## src/rtl/tsia_pkg.sv

```systemverilog
// Shared types and constants for the time-series interpolation and averaging block.
`timescale 1ns / 1ps
package tsia_pkg;

  localparam int unsigned TW = 48;
  localparam int unsigned PW = 96;

  localparam logic [2:0] REQ_LOAD_TIME = 3'd0;
  localparam logic [2:0] REQ_LOAD_VAL  = 3'd1;
  localparam logic [2:0] REQ_SET_KIND  = 3'd2;
  localparam logic [2:0] REQ_POINT     = 3'd3;
  localparam logic [2:0] REQ_INTERVAL  = 3'd4;

  localparam logic [1:0] STAT_OK      = 2'd0;
  localparam logic [1:0] STAT_ABSENT  = 2'd1;
  localparam logic [1:0] STAT_NOCOVER = 2'd2;

  localparam logic [1:0] KIND_INTERP = 2'd0;
  localparam logic [1:0] KIND_RATE   = 2'd1;

  typedef enum logic [0:0] {
    MD_MUL,
    MD_DIV
  } md_op_e;

  typedef struct packed {
    logic          start;
    md_op_e        op;
    logic [PW-1:0] a;
    logic [TW-1:0] b;
  } md_req_t;

  typedef enum logic [4:0] {
    ST_IDLE,
    ST_SRCH,
    ST_SCMP,
    ST_PSEL,
    ST_PHOLD,
    ST_PR1,
    ST_PR2,
    ST_PMUL,
    ST_PDIV,
    ST_IRD,
    ST_ICHK,
    ST_IMUL,
    ST_ILAST,
    ST_ILCHK,
    ST_IDIV,
    ST_IDWAIT,
    ST_RESP
  } state_e;

endpackage

```

## src/rtl/tsia_muldiv.sv

```systemverilog
// Bit-serial unsigned multiplier and restoring divider sharing one shift register.
`timescale 1ns / 1ps
module tsia_muldiv (
  input  logic                    clk_i,
  input  logic                    rst_ni,
  input  tsia_pkg::md_req_t       req_i,
  output logic                    done_o,
  output logic [tsia_pkg::PW-1:0] result_o
);
  import tsia_pkg::*;

  logic          busy_q, busy_d, done_q, done_d;
  md_op_e        op_q, op_d;
  logic [6:0]    cnt_q, cnt_d;
  logic [PW-1:0] data_q, data_d;
  logic [TW-1:0] opnd_q, opnd_d;
  logic [TW-1:0] rem_q, rem_d;
  logic [TW:0]   upper, rem_sh, rem_sub;
  logic          ge, last;

  always_comb begin
    busy_d = busy_q;
    done_d = 1'b0;
    op_d   = op_q;
    cnt_d  = cnt_q;
    data_d = data_q;
    opnd_d = opnd_q;
    rem_d  = rem_q;
    upper  = {1'b0, data_q[PW-1:TW]} + (data_q[0] ? {1'b0, opnd_q} : '0);
    rem_sh = {rem_q, data_q[PW-1]};
    rem_sub = rem_sh - {1'b0, opnd_q};
    ge     = rem_sh >= {1'b0, opnd_q};
    last   = (op_q == MD_MUL) ? (cnt_q == 7'd47) : (cnt_q == 7'd95);
    if (req_i.start) begin
      busy_d = 1'b1;
      op_d   = req_i.op;
      cnt_d  = '0;
      opnd_d = req_i.b;
      rem_d  = '0;
      data_d = (req_i.op == MD_MUL) ? {{TW{1'b0}}, req_i.a[TW-1:0]} : req_i.a;
    end else if (busy_q) begin
      if (op_q == MD_MUL) begin
        data_d = {upper, data_q[TW-1:1]};
      end else begin
        rem_d  = ge ? rem_sub[TW-1:0] : rem_sh[TW-1:0];
        data_d = {data_q[PW-2:0], ge};
      end
      cnt_d = cnt_q + 7'd1;
      if (last) begin
        busy_d = 1'b0;
        done_d = 1'b1;
      end
    end
  end

  always_ff @(posedge clk_i or negedge rst_ni) begin
    if (!rst_ni) begin
      busy_q <= 1'b0;
      done_q <= 1'b0;
    end else begin
      busy_q <= busy_d;
      done_q <= done_d;
    end
  end

  always_ff @(posedge clk_i) begin
    op_q   <= op_d;
    cnt_q  <= cnt_d;
    data_q <= data_d;
    opnd_q <= opnd_d;
    rem_q  <= rem_d;
  end

  assign done_o   = done_q;
  assign result_o = data_q;

endmodule

```

## config.mk

```make
export PLATFORM = sky130hd
export DESIGN_NAME = tsia_muldiv
export DESIGN_NICKNAME = d
export VERILOG_FILES = /design/src/rtl/tsia_pkg.sv /design/src/rtl/tsia_muldiv.sv
export SDC_FILE = /design/constraint.sdc
export NUM_CORES = 1
export LEC_CHECK = 0
export CAP_MARGIN = 20
export CORE_MARGIN = 2
export CORE_UTILIZATION = 50
export DETAILED_ROUTE_END_ITERATION = 16
export DONT_BUFFER_PORTS = 1
export PLACE_DENSITY = 0.68
export SYNTH_ARGS = -nofsm -noshare
export SYNTH_HDL_FRONTEND = slang
export SYNTH_SLANG_ARGS = --single-unit
```

## constraint.sdc

```tcl
create_clock -name clk_i -period 3.2 [get_ports clk_i]
set_input_delay 0.32 -clock clk_i [delete_from_list [all_inputs] [get_ports clk_i]]
set_output_delay 0.32 -clock clk_i [all_outputs]
set_load 0.05 [all_outputs]
```

==> results.json, run 1 <==
{
  "run_status": "finished with violations",
  "failed_checks": "setup timing",
  "layout_min_cycle_time_ns": 3.28,
  "leakagePower_nw": 8.15,
  "fin_crit_sh": 1.02,
  "place_area_um2": 16200,
  "setup_viol": 14,
  "p_clk_frac": 0.271,
  "ys_ff_latch": 202,
  "synthFlopType": "edfxtp_1",
  "synth.avg_cell_area_um2": 8.84,
  "r2r_cells": 17,
  "combPwrFrac": 0.381,
  "grt-ovfl-total": 0,
  "gp_congestion": 0.974,
  "clock-sinks": 202,
  "wirelength_um": 47200,
  "nets": 2143,
  "die_h_um": 175,
  "hold_class": "input pin to flop",
  "hold_depth": 2,
  "crit_required_ns": 3.46,
  "start_kind": "flop",
  "p_int_mw": 6.76,
  "synth_edf_count": 145,
  "final-hold-violation-count": 0,
  "fin_area_um2": 19200,
  "routed-via-count": 13765,
  "crit_type": "flop to flop",
  "finalPower_mw": 10.8,
  "viasPerCell": 5.99,
  "die_w_um": 175,
  "grt_pass1_vias": 13105,
  "fp-row-count": 62,
  "ctsLongestPathBuffers": 3,
  "cts_tree": "built",
  "num-fill-cells": 2290,
  "swShare": 0.375,
  "slew_headroom": 0.408,
  "ios": 245,
  "stdcell_count": 2299,
  "r2r_start": "result_o[0]",
  "crit_arrival_ns": 3.54,
  "yosysMostFrequentCell": "nand2_1",
  "clock.fmax_mhz": 305,
  "cap_violations": 0,
  "netlist_area_um2": 14500,
  "worstMarginPinSlew_ns": 0.886,
  "drc": 0,
  "synth_cell_types": 73,
  "start_util": 0.507,
  "path_max_fanout": 8,
  "syn_nets": 1893,
  "place.port_buffers": 0,
  "critical_path.startpoint": "result_o[0]",
  "power_density_nw_per_um2": 565,
  "cp-end-kind": "flop",
  "ys_top_cells_by_area": "edfxtp_1 30%, ha_1 8.3%, dfxtp_1 7.6%",
  "die-area_um2": 30500,
  "clock_skew_ns": 0.0105,
  "pwr-share-seq": 0.348,
  "grt_start_max_net_pins": 154,
  "antenna_found_initial": 2,
  "htreeDepth": 1,
  "root_buffer": "clkbuf_16",
  "rsz0062_at_grt": "true",
  "yosysTopAreaCell": "edfxtp_1",
  "syn_to_final_growth_pct": 31.8,
  "slew_viol_final": 0,
  "first_pass_iters": 6,
  "drtIter0Drc": 923,
  "insertion_delay_ns": 0.53,
  "yosysTopAreaCellShare": 0.299,
  "drive_gt1_frac": 0.200,
  "core_area_um2": 28700,
  "min_from": "req_i[62]",
  "dp_hpwl_um": 32900,
  "synthTopCellsByCount": "191 x nand2_1, 166 x o21ai_0, 145 x edfxtp_1",
  "switchingPower_mw": 4.06,
  "peakVddDrop_mv": 0.516,
  "grt_use_total": 0.292,
  "routedWlPerCell_um": 20.5,
  "worst_slack_ns": -0.0783,
  "grt_pass1_wl_um": 71000,
  "yosysSeqAreaShare": 0.378,
  "dp_cells": 2111,
  "ant_nets": 0,
  "cts_buffers": 25,
  "ys.warnings.count": 0,
  "clk_pin_slew_worst_paths_ns": 0.06,
  "async_flop_share": 0.00990,
  "synth_cells": 1646
}
layout by cell type, fill, tap and decap left out, types with 7 or more instances in the layout:
cell,Yosys,final
xnor2_1,50,47
or3_1,8,7
nor2b_1,12,11
o21ai_0,166,138
clkbuf_16,0,31
a21oi_2,0,16
edfxtp_1,145,145
o211ai_1,15,15
xor2_1,33,33
nand3_1,27,25
mux2i_1,86,86
nand2_1,191,189
a21o_1,52,52
a31oi_1,21,14
o21a_1,12,12
dlygate4sd3_1,0,109
nor3_1,9,7
inv_1,74,69
dfxtp_1,55,55
a22oi_1,8,8
nor2_1,107,104
nand2b_1,12,12
a21oi_1,138,119
buf_4,3,190
o21bai_1,16,13
o21ai_2,2,9
and3_1,15,13
ha_1,97,74
o21ai_1,3,23
nand4_1,17,17
and2_1,56,49
ha_4,0,20
a211oi_1,28,24
power groups by stage:
stage               registers [mW]  clock network (mW)  logic, mW
floorplan                     4.03                   0       2.15
global placement              3.78                   0       3.47
detailed placement            3.78                   0       3.51
CTS                           3.74                2.97       3.71
global route                  3.78                3.09       4.46
finish                        3.76                2.94       4.12
worst max-delay path, stage by stage, from the launching register on:
cell and delay, ns:
edfxtp_1 0.38, buf_6 0.17, clkbuf_16 0.17, and2_4 0.15
ha_4 0.27, nand3_2 0.07, buf_4 0.16, o22ai_4 0.14
a211oi_2 0.06, buf_4 0.16, o31ai_4 0.25, a21oi_2 0.12
o21ai_2 0.23, buf_6 0.15, a21oi_4 0.06, o21bai_1 0.22
xnor2_1 0.17, o21ai_1 0.09
path summary, 6_finish.rpt:
check / end / slack, ns
worst max-delay path: result_o[89] / -0.08
worst min-delay path: result_o[14] / 0.005
worst max register to register: result_o[89] / -0.08
worst min register to register: rem_q[1] / 0.47
max in group asynchronous: done_o / 3.05
min in group asynchronous: busy_q / 0.02
state kept, by name, indices dropped and copies added, names as in the netlist:
name	cells
result_o	96
opnd_q	48
rem_q	48
cnt_q	7
busy_q	1
done_o	1
op_q	1
per-stage QoR:
| step | worst slack [ns] | util | TNS (ns) | hold WS, ns |
|---|---|---|---|---|
| 2_1_floorplan | -0.200 | - | -0.911 | 0.0244 |
| 3_3_place_gp | -0.0270 | 0.563 | -0.0600 | 0.0245 |
| 3_5_place_dp | -0.123 | 0.563 | -0.403 | 0.0245 |
| 4_1_cts | -0.0505 | 0.635 | -0.0703 | 0.0000966 |
| 5_1_grt | -0.190 | 0.668 | -2.67 | 0.00750 |
| 6_report | -0.0783 | 0.668 | -0.278 | 0.00487 |
layout make-up:
class	instances	area (um2)	share of cell area
tap	384	480	0.0251
clock inverter	12	118	0.00614
multi-input combinational	1276	9210	0.480
timing repair buffer	316	2830	0.147
inverter	75	285	0.0149
clock buffer	33	739	0.0386
sequential	202	5510	0.287
antenna	1	2.50	0.000131
what timing repair did:
| action | 4_1_cts | 5_1_grt |
|---|---|---|
| gates cloned | 0 | 4 |
| setup buffers | 4 | 24 |
| hold endpoints to repair | 197 | 0 |
| gates resized for setup | 17 | 138 |
| setup endpoints to repair | 19 | 73 |
| hold buffers | 110 | 0 |
| pin swaps | 6 | 72 |
per-layer routing:
layer	vias to the layer above	routed length [um]	GRT usage
met5	-	11	0
met4	2	1990	0.105
met3	111	3690	0.0577
met2	541	21400	0.468
met1	6590	20100	0.392
li1	6521	-	-
cell families after synthesis:
group | share of synthesized area
adder cells (fa/ha/maj) | 0.0862
AND/OR/NAND/NOR | 0.152
XOR/XNOR | 0.0500
flip-flops | 0.378
AO/OA/AOI/OAI | 0.226
buffers and inverters | 0.0462
multiplexers | 0.0607
Note: power is estimated with default switching activity, not from simulation.
==> run 2: changes to the inputs <==
ABC_AREA = 1   (was not set)
==> run 2 against run 1 <==
Power up 3.3%; critical path depth fell by 1; setup slack improved by 0.25 ns; combinational power up 4%; cell area is 6.6% higher; critical endpoint is now result_o[90]; first-iteration DRC count rose by 63%; the run now ends clean.
==> results.json, run 2 <==
{
  "run_status": "completed",
  "grt_start_max_net_pins": 102,
  "hold_depth": 2,
  "hold_class": "input pin to flop",
  "cap_violations": 0,
  "die-area_um2": 36000,
  "switchingPower_mw": 4.66,
  "min_from": "req_i[88]",
  "viasPerCell": 5.42,
  "rsz0062_at_grt": "false",
  "cpPeakStageDelay_ns": 0.51,
  "ys_top_cells_by_area": "edfxtp_1 25%, nand2_1 20%, inv_1 11%",
  "stdcell_count": 3396,
  "fp-row-count": 68,
  "clock_skew_ns": 0.0180,
  "yosysMostFrequentCell": "nand2_1",
  "worst_slack_ns": 0.170,
  "r2r_setup_slack_ns": 0.17,
  "leakagePower_nw": 10.4,
  "synth.avg_cell_area_um2": 6.24,
  "place.port_buffers": 0,
  "setup_tns_ns": 0,
  "p_int_mw": 6.52,
  "swShare": 0.417,
  "syn_nets": 3012,
  "synthFlopType": "edfxtp_1",
  "r2r_start": "result_o[0]",
  "core_area_um2": 34300,
  "ant_nets": 0,
  "yosysTopAreaCellShare": 0.252,
  "grt-ovfl-total": 0,
  "routed-via-count": 18410,
  "ys_ff_latch": 202,
  "start_kind": "flop",
  "power_density_nw_per_um2": 547,
  "drc": 0,
  "final_common_cell": "nand2_1",
  "crit_slowest_cell": "edfxtp_1",
  "crit_arrival_ns": 3.34,
  "insertion_delay_ns": 0.56,
  "grt_pass1_vias": 17903,
  "largest_reg_flops": 96,
  "htreeDepth": 1,
  "cts_buffers": 25,
  "layout_min_cycle_time_ns": 3.03,
  "ios": 245,
  "root_buffer": "clkbuf_16",
  "final-hold-violation-count": 0,
  "clk_pin_slew_worst_paths_ns": 0.06,
  "clock.fmax_mhz": 330,
  "fin_area_um2": 20400,
  "routedWlPerCell_um": 18.0,
  "clock-sinks": 202,
  "cp_cell_sequence": "buf_4 -> nand2_1 -> inv_1 -> ha_1 -> a21oi_1 -> o21ai_0 -> a21oi_2 -> inv_1 -> nand2_1 -> nand2_1 -> nand2_1 -> nand3_1 -> nand2_1 -> nand3_1 -> nand2_1 -> nand2_1",
  "combPwrFrac": 0.383,
  "worstMarginPinSlew_ns": 0.602,
  "first_pass_iters": 5,
  "peakVddDrop_mv": 0.517,
  "grt_pass1_wl_um": 96500,
  "cp-end-kind": "flop",
  "crit_top_cell": "nand2_1",
  "start_util": 0.503,
  "p_clk_frac": 0.282,
  "ctsLongestPathBuffers": 3,
  "syn_to_final_growth_pct": 18.4,
  "nets": 3167,
  "postLayoutCoreUtil": 0.596,
  "synthTopCellsByCount": "903 x nand2_1, 494 x inv_1, 316 x nor2_1",
  "drtIter0Drc": 1504,
  "path_max_fanout": 15,
  "hold_end": "result_o[40]",
  "dp_hpwl_um": 45600,
  "slew_viol_final": 0,
  "antenna_found_initial": 2,
  "worstReg2RegEnd": "result_o[90]",
  "grt_use_total": 0.337,
  "cts_setup_buffers": 0,
  "wirelength_um": 61000,
  "cts_tree": "built",
  "async_flop_share": 0.00990,
  "yosysTopAreaCell": "edfxtp_1",
  "die_h_um": 190,
  "synth_cell_types": 38,
  "whs_ns": 0.0261,
  "synth_edf_count": 145,
  "pwr-share-seq": 0.336,
  "synth_cells": 2765,
  "drive_gt1_frac": 0.0476,
  "die_w_um": 190,
  "r2r_cells": 16,
  "ys.warnings.count": 0,
  "crit_required_ns": 3.51,
  "yosysSeqAreaShare": 0.319,
  "setup_viol": 0,
  "layout_common_cells": "900 x nand2_1, 494 x inv_1, 315 x nor2_1, 234 x a21oi_1, 145 x edfxtp_1",
  "dp_cells": 3208,
  "finalPower_mw": 11.2,
  "netlist_area_um2": 17200,
  "gp_congestion": 0.985,
  "slew_headroom": 0.598,
  "fin_crit_sh": 0.947,
  "crit_type": "flop to flop",
  "preCtsSetupSlack_ns": 0.151,
  "place_area_um2": 18100
}
-- run 2: changes by cell type after synthesis, moves of 19 or more --
cell and delta:
a211oi_1 -26, a21o_1 -52, a21oi_1 +98, a31oi_1 -19, and2_1 -52, inv_1 +420
mux2i_1 -86, nand2_1 +712, nand3_1 +109, nand4_1 +44, nor2_1 +209, o21ai_0 -56
xnor2_1 -20
-- run 2: timing repair --
action	CTS	global route
endpoints found under the setup margin	0	8
hold endpoints to repair	234	1
gates resized for setup	0	11
hold buffers	138	1
-- run 2: routing by layer --
metal	part of all wire	vias up	GRT usage
met5	0	-	0
met4	0.028	0	0.0844
met3	0.084	108	0.0592
met2	0.45	822	0.555
met1	0.44	8443	0.460
li1	-	9037	-
-- run 2: worst max path at each step --
| stage | from | endpoint | depth (start not counted) |
|---|---|---|---|
| 6_report | result_o[0] | result_o[90] | 16 |
| 5_1_grt | result_o[0] | result_o[81] | 18 |
| 4_1_cts | result_o[0] | result_o[91] | 15 |
| 3_5_place_dp | result_o[0] | result_o[91] | 15 |
| 3_3_place_gp | result_o[0] | result_o[91] | 15 |
| 2_1_floorplan | result_o[0] | result_o[94] | 16 |
-- run 2: cell type report --
type	count	area [um2]
antenna	2	5.00
clock buffer	28	657
clock inverter	18	254
fill	3285	13900
inverter	504	1890
multi-input combinational	1978	9540
sequential	202	5510
tap	455	569
timing repair buffer	209	2000
-- run 2: critical path: cells and delay by family, from the launching register on --
| family | cells | cell delay, ns |
|---|---|---|
| adder cells (fa/ha/maj) | 1 | 0.34 |
| flip-flops | 1 | 0.51 |
| buffers and inverters | 3 | 0.37 |
| AND/OR/NAND/NOR | 9 | 0.88 |
| AO/OA/AOI/OAI | 3 | 0.69 |
-- run 2: logic make-up after synthesis --
family	count (synthesis)	synth area share
xor gates and xnor gates	51	0.0259
DFF	202	0.319
buffers and inverters	585	0.129
and+or+nand+nor	1449	0.339
adders and majority gates	99	0.0727
AOI/OAI and AO/OA	379	0.114
-- run 2: power by group through the flow --
| stage | registers (mW) | logic, mW | clock network, mW |
|---|---|---|---|
| finish | 3.75 | 4.28 | 3.15 |
| global route | 3.78 | 4.75 | 3.28 |
| CTS | 3.74 | 4.19 | 3.19 |
| detailed placement | 3.79 | 4.00 | 0 |
| global placement | 3.79 | 3.97 | 0 |
| floorplan | 3.99 | 2.66 | 0 |
==> run 3: changes to the inputs <==
CAP_MARGIN = not set   (was 20)
CELL_PAD_IN_SITES_DETAIL_PLACEMENT = 0   (was not set)
CELL_PAD_IN_SITES_GLOBAL_PLACEMENT = 1   (was not set)
CORE_UTILIZATION = 41   (was 50)
PLACE_DENSITY = 0.81   (was 0.68)
==> run 3 against run 2 <==
Largest cell class unchanged; cell area increased by 0.39%; clock skew increased by 0.020 ns; flip-flop and latch count unchanged; global-route usage decreased by 3.8 points; first-iteration DRC count increased by 5.6%; highest routed layer unchanged; sequential power about the same; sequential share of layout area decreased by 0.10 points; via count decreased by 1.4%.
==> results.json, run 3 (synthesis gave the netlist of run 2 again) <==
{
  "run_status": "completed",
  "clk_pin_slew_worst_paths_ns": 0.06,
  "hold_class": "input pin to flop",
  "htreeDepth": 1,
  "cap_violations": 0,
  "antenna_found_initial": 2,
  "pwr-share-seq": 0.338,
  "final_common_cell": "nand2_1",
  "place_area_um2": 18200,
  "preCtsSetupSlack_ns": 0.135,
  "path_max_fanout": 35,
  "ctsLongestPathBuffers": 3,
  "fin_crit_sh": 0.934,
  "p_clk_frac": 0.266,
  "crit_slowest_cell": "edfxtp_1",
  "ios": 245,
  "power_density_nw_per_um2": 538,
  "swShare": 0.430,
  "clock-sinks": 202,
  "cts_tree": "built",
  "final-hold-violation-count": 0,
  "crit_required_ns": 3.49,
  "grt_pass1_wl_um": 102000,
  "slew_headroom": 0.241,
  "grt_start_max_net_pins": 99,
  "cp_cell_sequence": "buf_12 -> buf_4 -> nand2_1 -> inv_1 -> ha_1 -> inv_1 -> o21ai_0 -> a21oi_1 -> o21ai_0 -> a21oi_1 -> nand2_1 -> nor2_1 -> o21ai_0 -> nand2_1",
  "worstMarginPinSlew_ns": 1.14,
  "viasPerCell": 5.22,
  "insertion_delay_ns": 0.57,
  "fin_area_um2": 20500,
  "critPathTopFamily": "compound AO/OA/AOI/OAI gates",
  "worst_slack_ns": 0.212,
  "die-area_um2": 43700,
  "postLayoutCoreUtil": 0.491,
  "gp_congestion": 0.942,
  "die_h_um": 209,
  "wirelength_um": 65700,
  "layout_min_cycle_time_ns": 2.99,
  "p_int_mw": 6.29,
  "switchingPower_mw": 4.75,
  "clock.fmax_mhz": 335,
  "rsz0062_at_grt": "true",
  "nets": 3167,
  "cpPeakStageDelay_ns": 0.49,
  "routedWlPerCell_um": 18.9,
  "routed-via-count": 18156,
  "leakagePower_nw": 10.4,
  "grt-ovfl-total": 0,
  "cp_num_buf_inv": 4,
  "combPwrFrac": 0.396,
  "first_pass_iters": 8,
  "root_buffer": "clkbuf_16",
  "setup_viol": 0,
  "dp_hpwl_um": 50200,
  "cp-end-kind": "flop",
  "ant_nets": 0,
  "grt_use_total": 0.299,
  "drtIter0Drc": 1588,
  "peakVddDrop_mv": 0.424,
  "layout_common_cells": "900 x nand2_1, 493 x inv_1, 311 x nor2_1, 232 x a21oi_1, 145 x edfxtp_1",
  "die_w_um": 209,
  "place.port_buffers": 0,
  "start_kind": "flop",
  "clock_skew_ns": 0.0377,
  "cts_buffers": 24,
  "slew_viol_final": 0,
  "crit_type": "flop to flop",
  "start_util": 0.413,
  "syn_to_final_growth_pct": 18.9,
  "grt_pass1_vias": 17725,
  "drc": 0,
  "fp-row-count": 75,
  "crit_arrival_ns": 3.28,
  "drive_gt1_frac": 0.0511,
  "largest_reg_flops": 96,
  "core_area_um2": 41800
}
[run 3: cell count changes in the layout (fill, tap and decap cells not counted), moves of 2 or more]
cell,before,now
nor2_1,315,311
nor3_2,1,3
nor3_1,15,13
a21oi_2,3,5
nor2_2,2,5
a21boi_0,4,2
bufinv_16,5,2
buf_4,65,67
o21ai_0,107,105
clkinv_4,1,3
a21oi_1,234,232
a21boi_1,1,3
o21ai_1,3,6
[run 3: worst paths after layout]
path	from	end	slack, ns	depth (start not counted)
max in group asynchronous	rst_ni	done_o	2.55	2
min in group asynchronous	rst_ni	busy_q	0.52	2
worst max-delay path	result_o[0]	result_o[80]	0.21	14
worst min register to register	rem_q[10]	rem_q[10]	0.49	2
worst max register to register	result_o[0]	result_o[80]	0.21	14
worst min-delay path	req_i[141]	result_o[93]	0.02	2
[run 3: layer usage]
metal / global-route usage / vias up / share of wire
met5: 0 / - / 0
met4: 0.0675 / 0 / 0.021
met3: 0.0487 / 74 / 0.072
met2: 0.498 / 681 / 0.46
met1: 0.407 / 8363 / 0.45
li1: - / 9038 / -
[run 3: layout make-up]
| type | instances | area (um2) |
|---|---|---|
| Clock buffer | 28 | 657 |
| Sequential cell | 202 | 5510 |
| Fill cell | 4352 | 21300 |
| Inverter | 504 | 1890 |
| Timing Repair Buffer | 210 | 2000 |
| Multi-Input combinational cell | 1978 | 9580 |
| Clock inverter | 16 | 188 |
| Antenna cell | 2 | 5.00 |
| Tap cell | 539 | 674 |
[run 3: repair_timing]
item,in CTS,in global routing
setup endpoints to repair,0,18
setup buffers,0,2
endpoints found under the hold margin,234,1
hold buffers,137,1
gates resized for setup,0,25
[run 3: power by group through the flow]
stage	clock network (mW)	logic, mW	registers (mW)
6_report	2.94	4.37	3.73
3_5_place_dp	0	4.14	3.77
2_1_floorplan	0	2.66	3.99
4_1_cts	2.99	4.33	3.72
5_1_grt	3.07	4.88	3.76
3_3_place_gp	0	4.12	3.77
[run 3: through the flow]
stage	total power, mW	TNS [ns]	hold slack [ns]	instances
finish	11.0	0	0.0186	3479
floorplan	6.66	0	0.0244	2765
global placement	7.89	0	0.0245	3293
global route	11.7	-0.0200	0.00910	3478
CTS	11.0	0	0.00151	3474
detailed placement	7.91	0	0.0246	3293
[run 3: worst register-to-register path: stages (launching register included)]
cell      delay [ns]
edfxtp_1        0.49
buf_12          0.23
buf_4           0.20
nand2_1         0.07
inv_1           0.06
ha_1            0.34
inv_1           0.07
o21ai_0         0.33
a21oi_1         0.15
o21ai_0         0.25
a21oi_1         0.07
nand2_1         0.18
nor2_1          0.07
o21ai_0         0.16
nand2_1         0.08
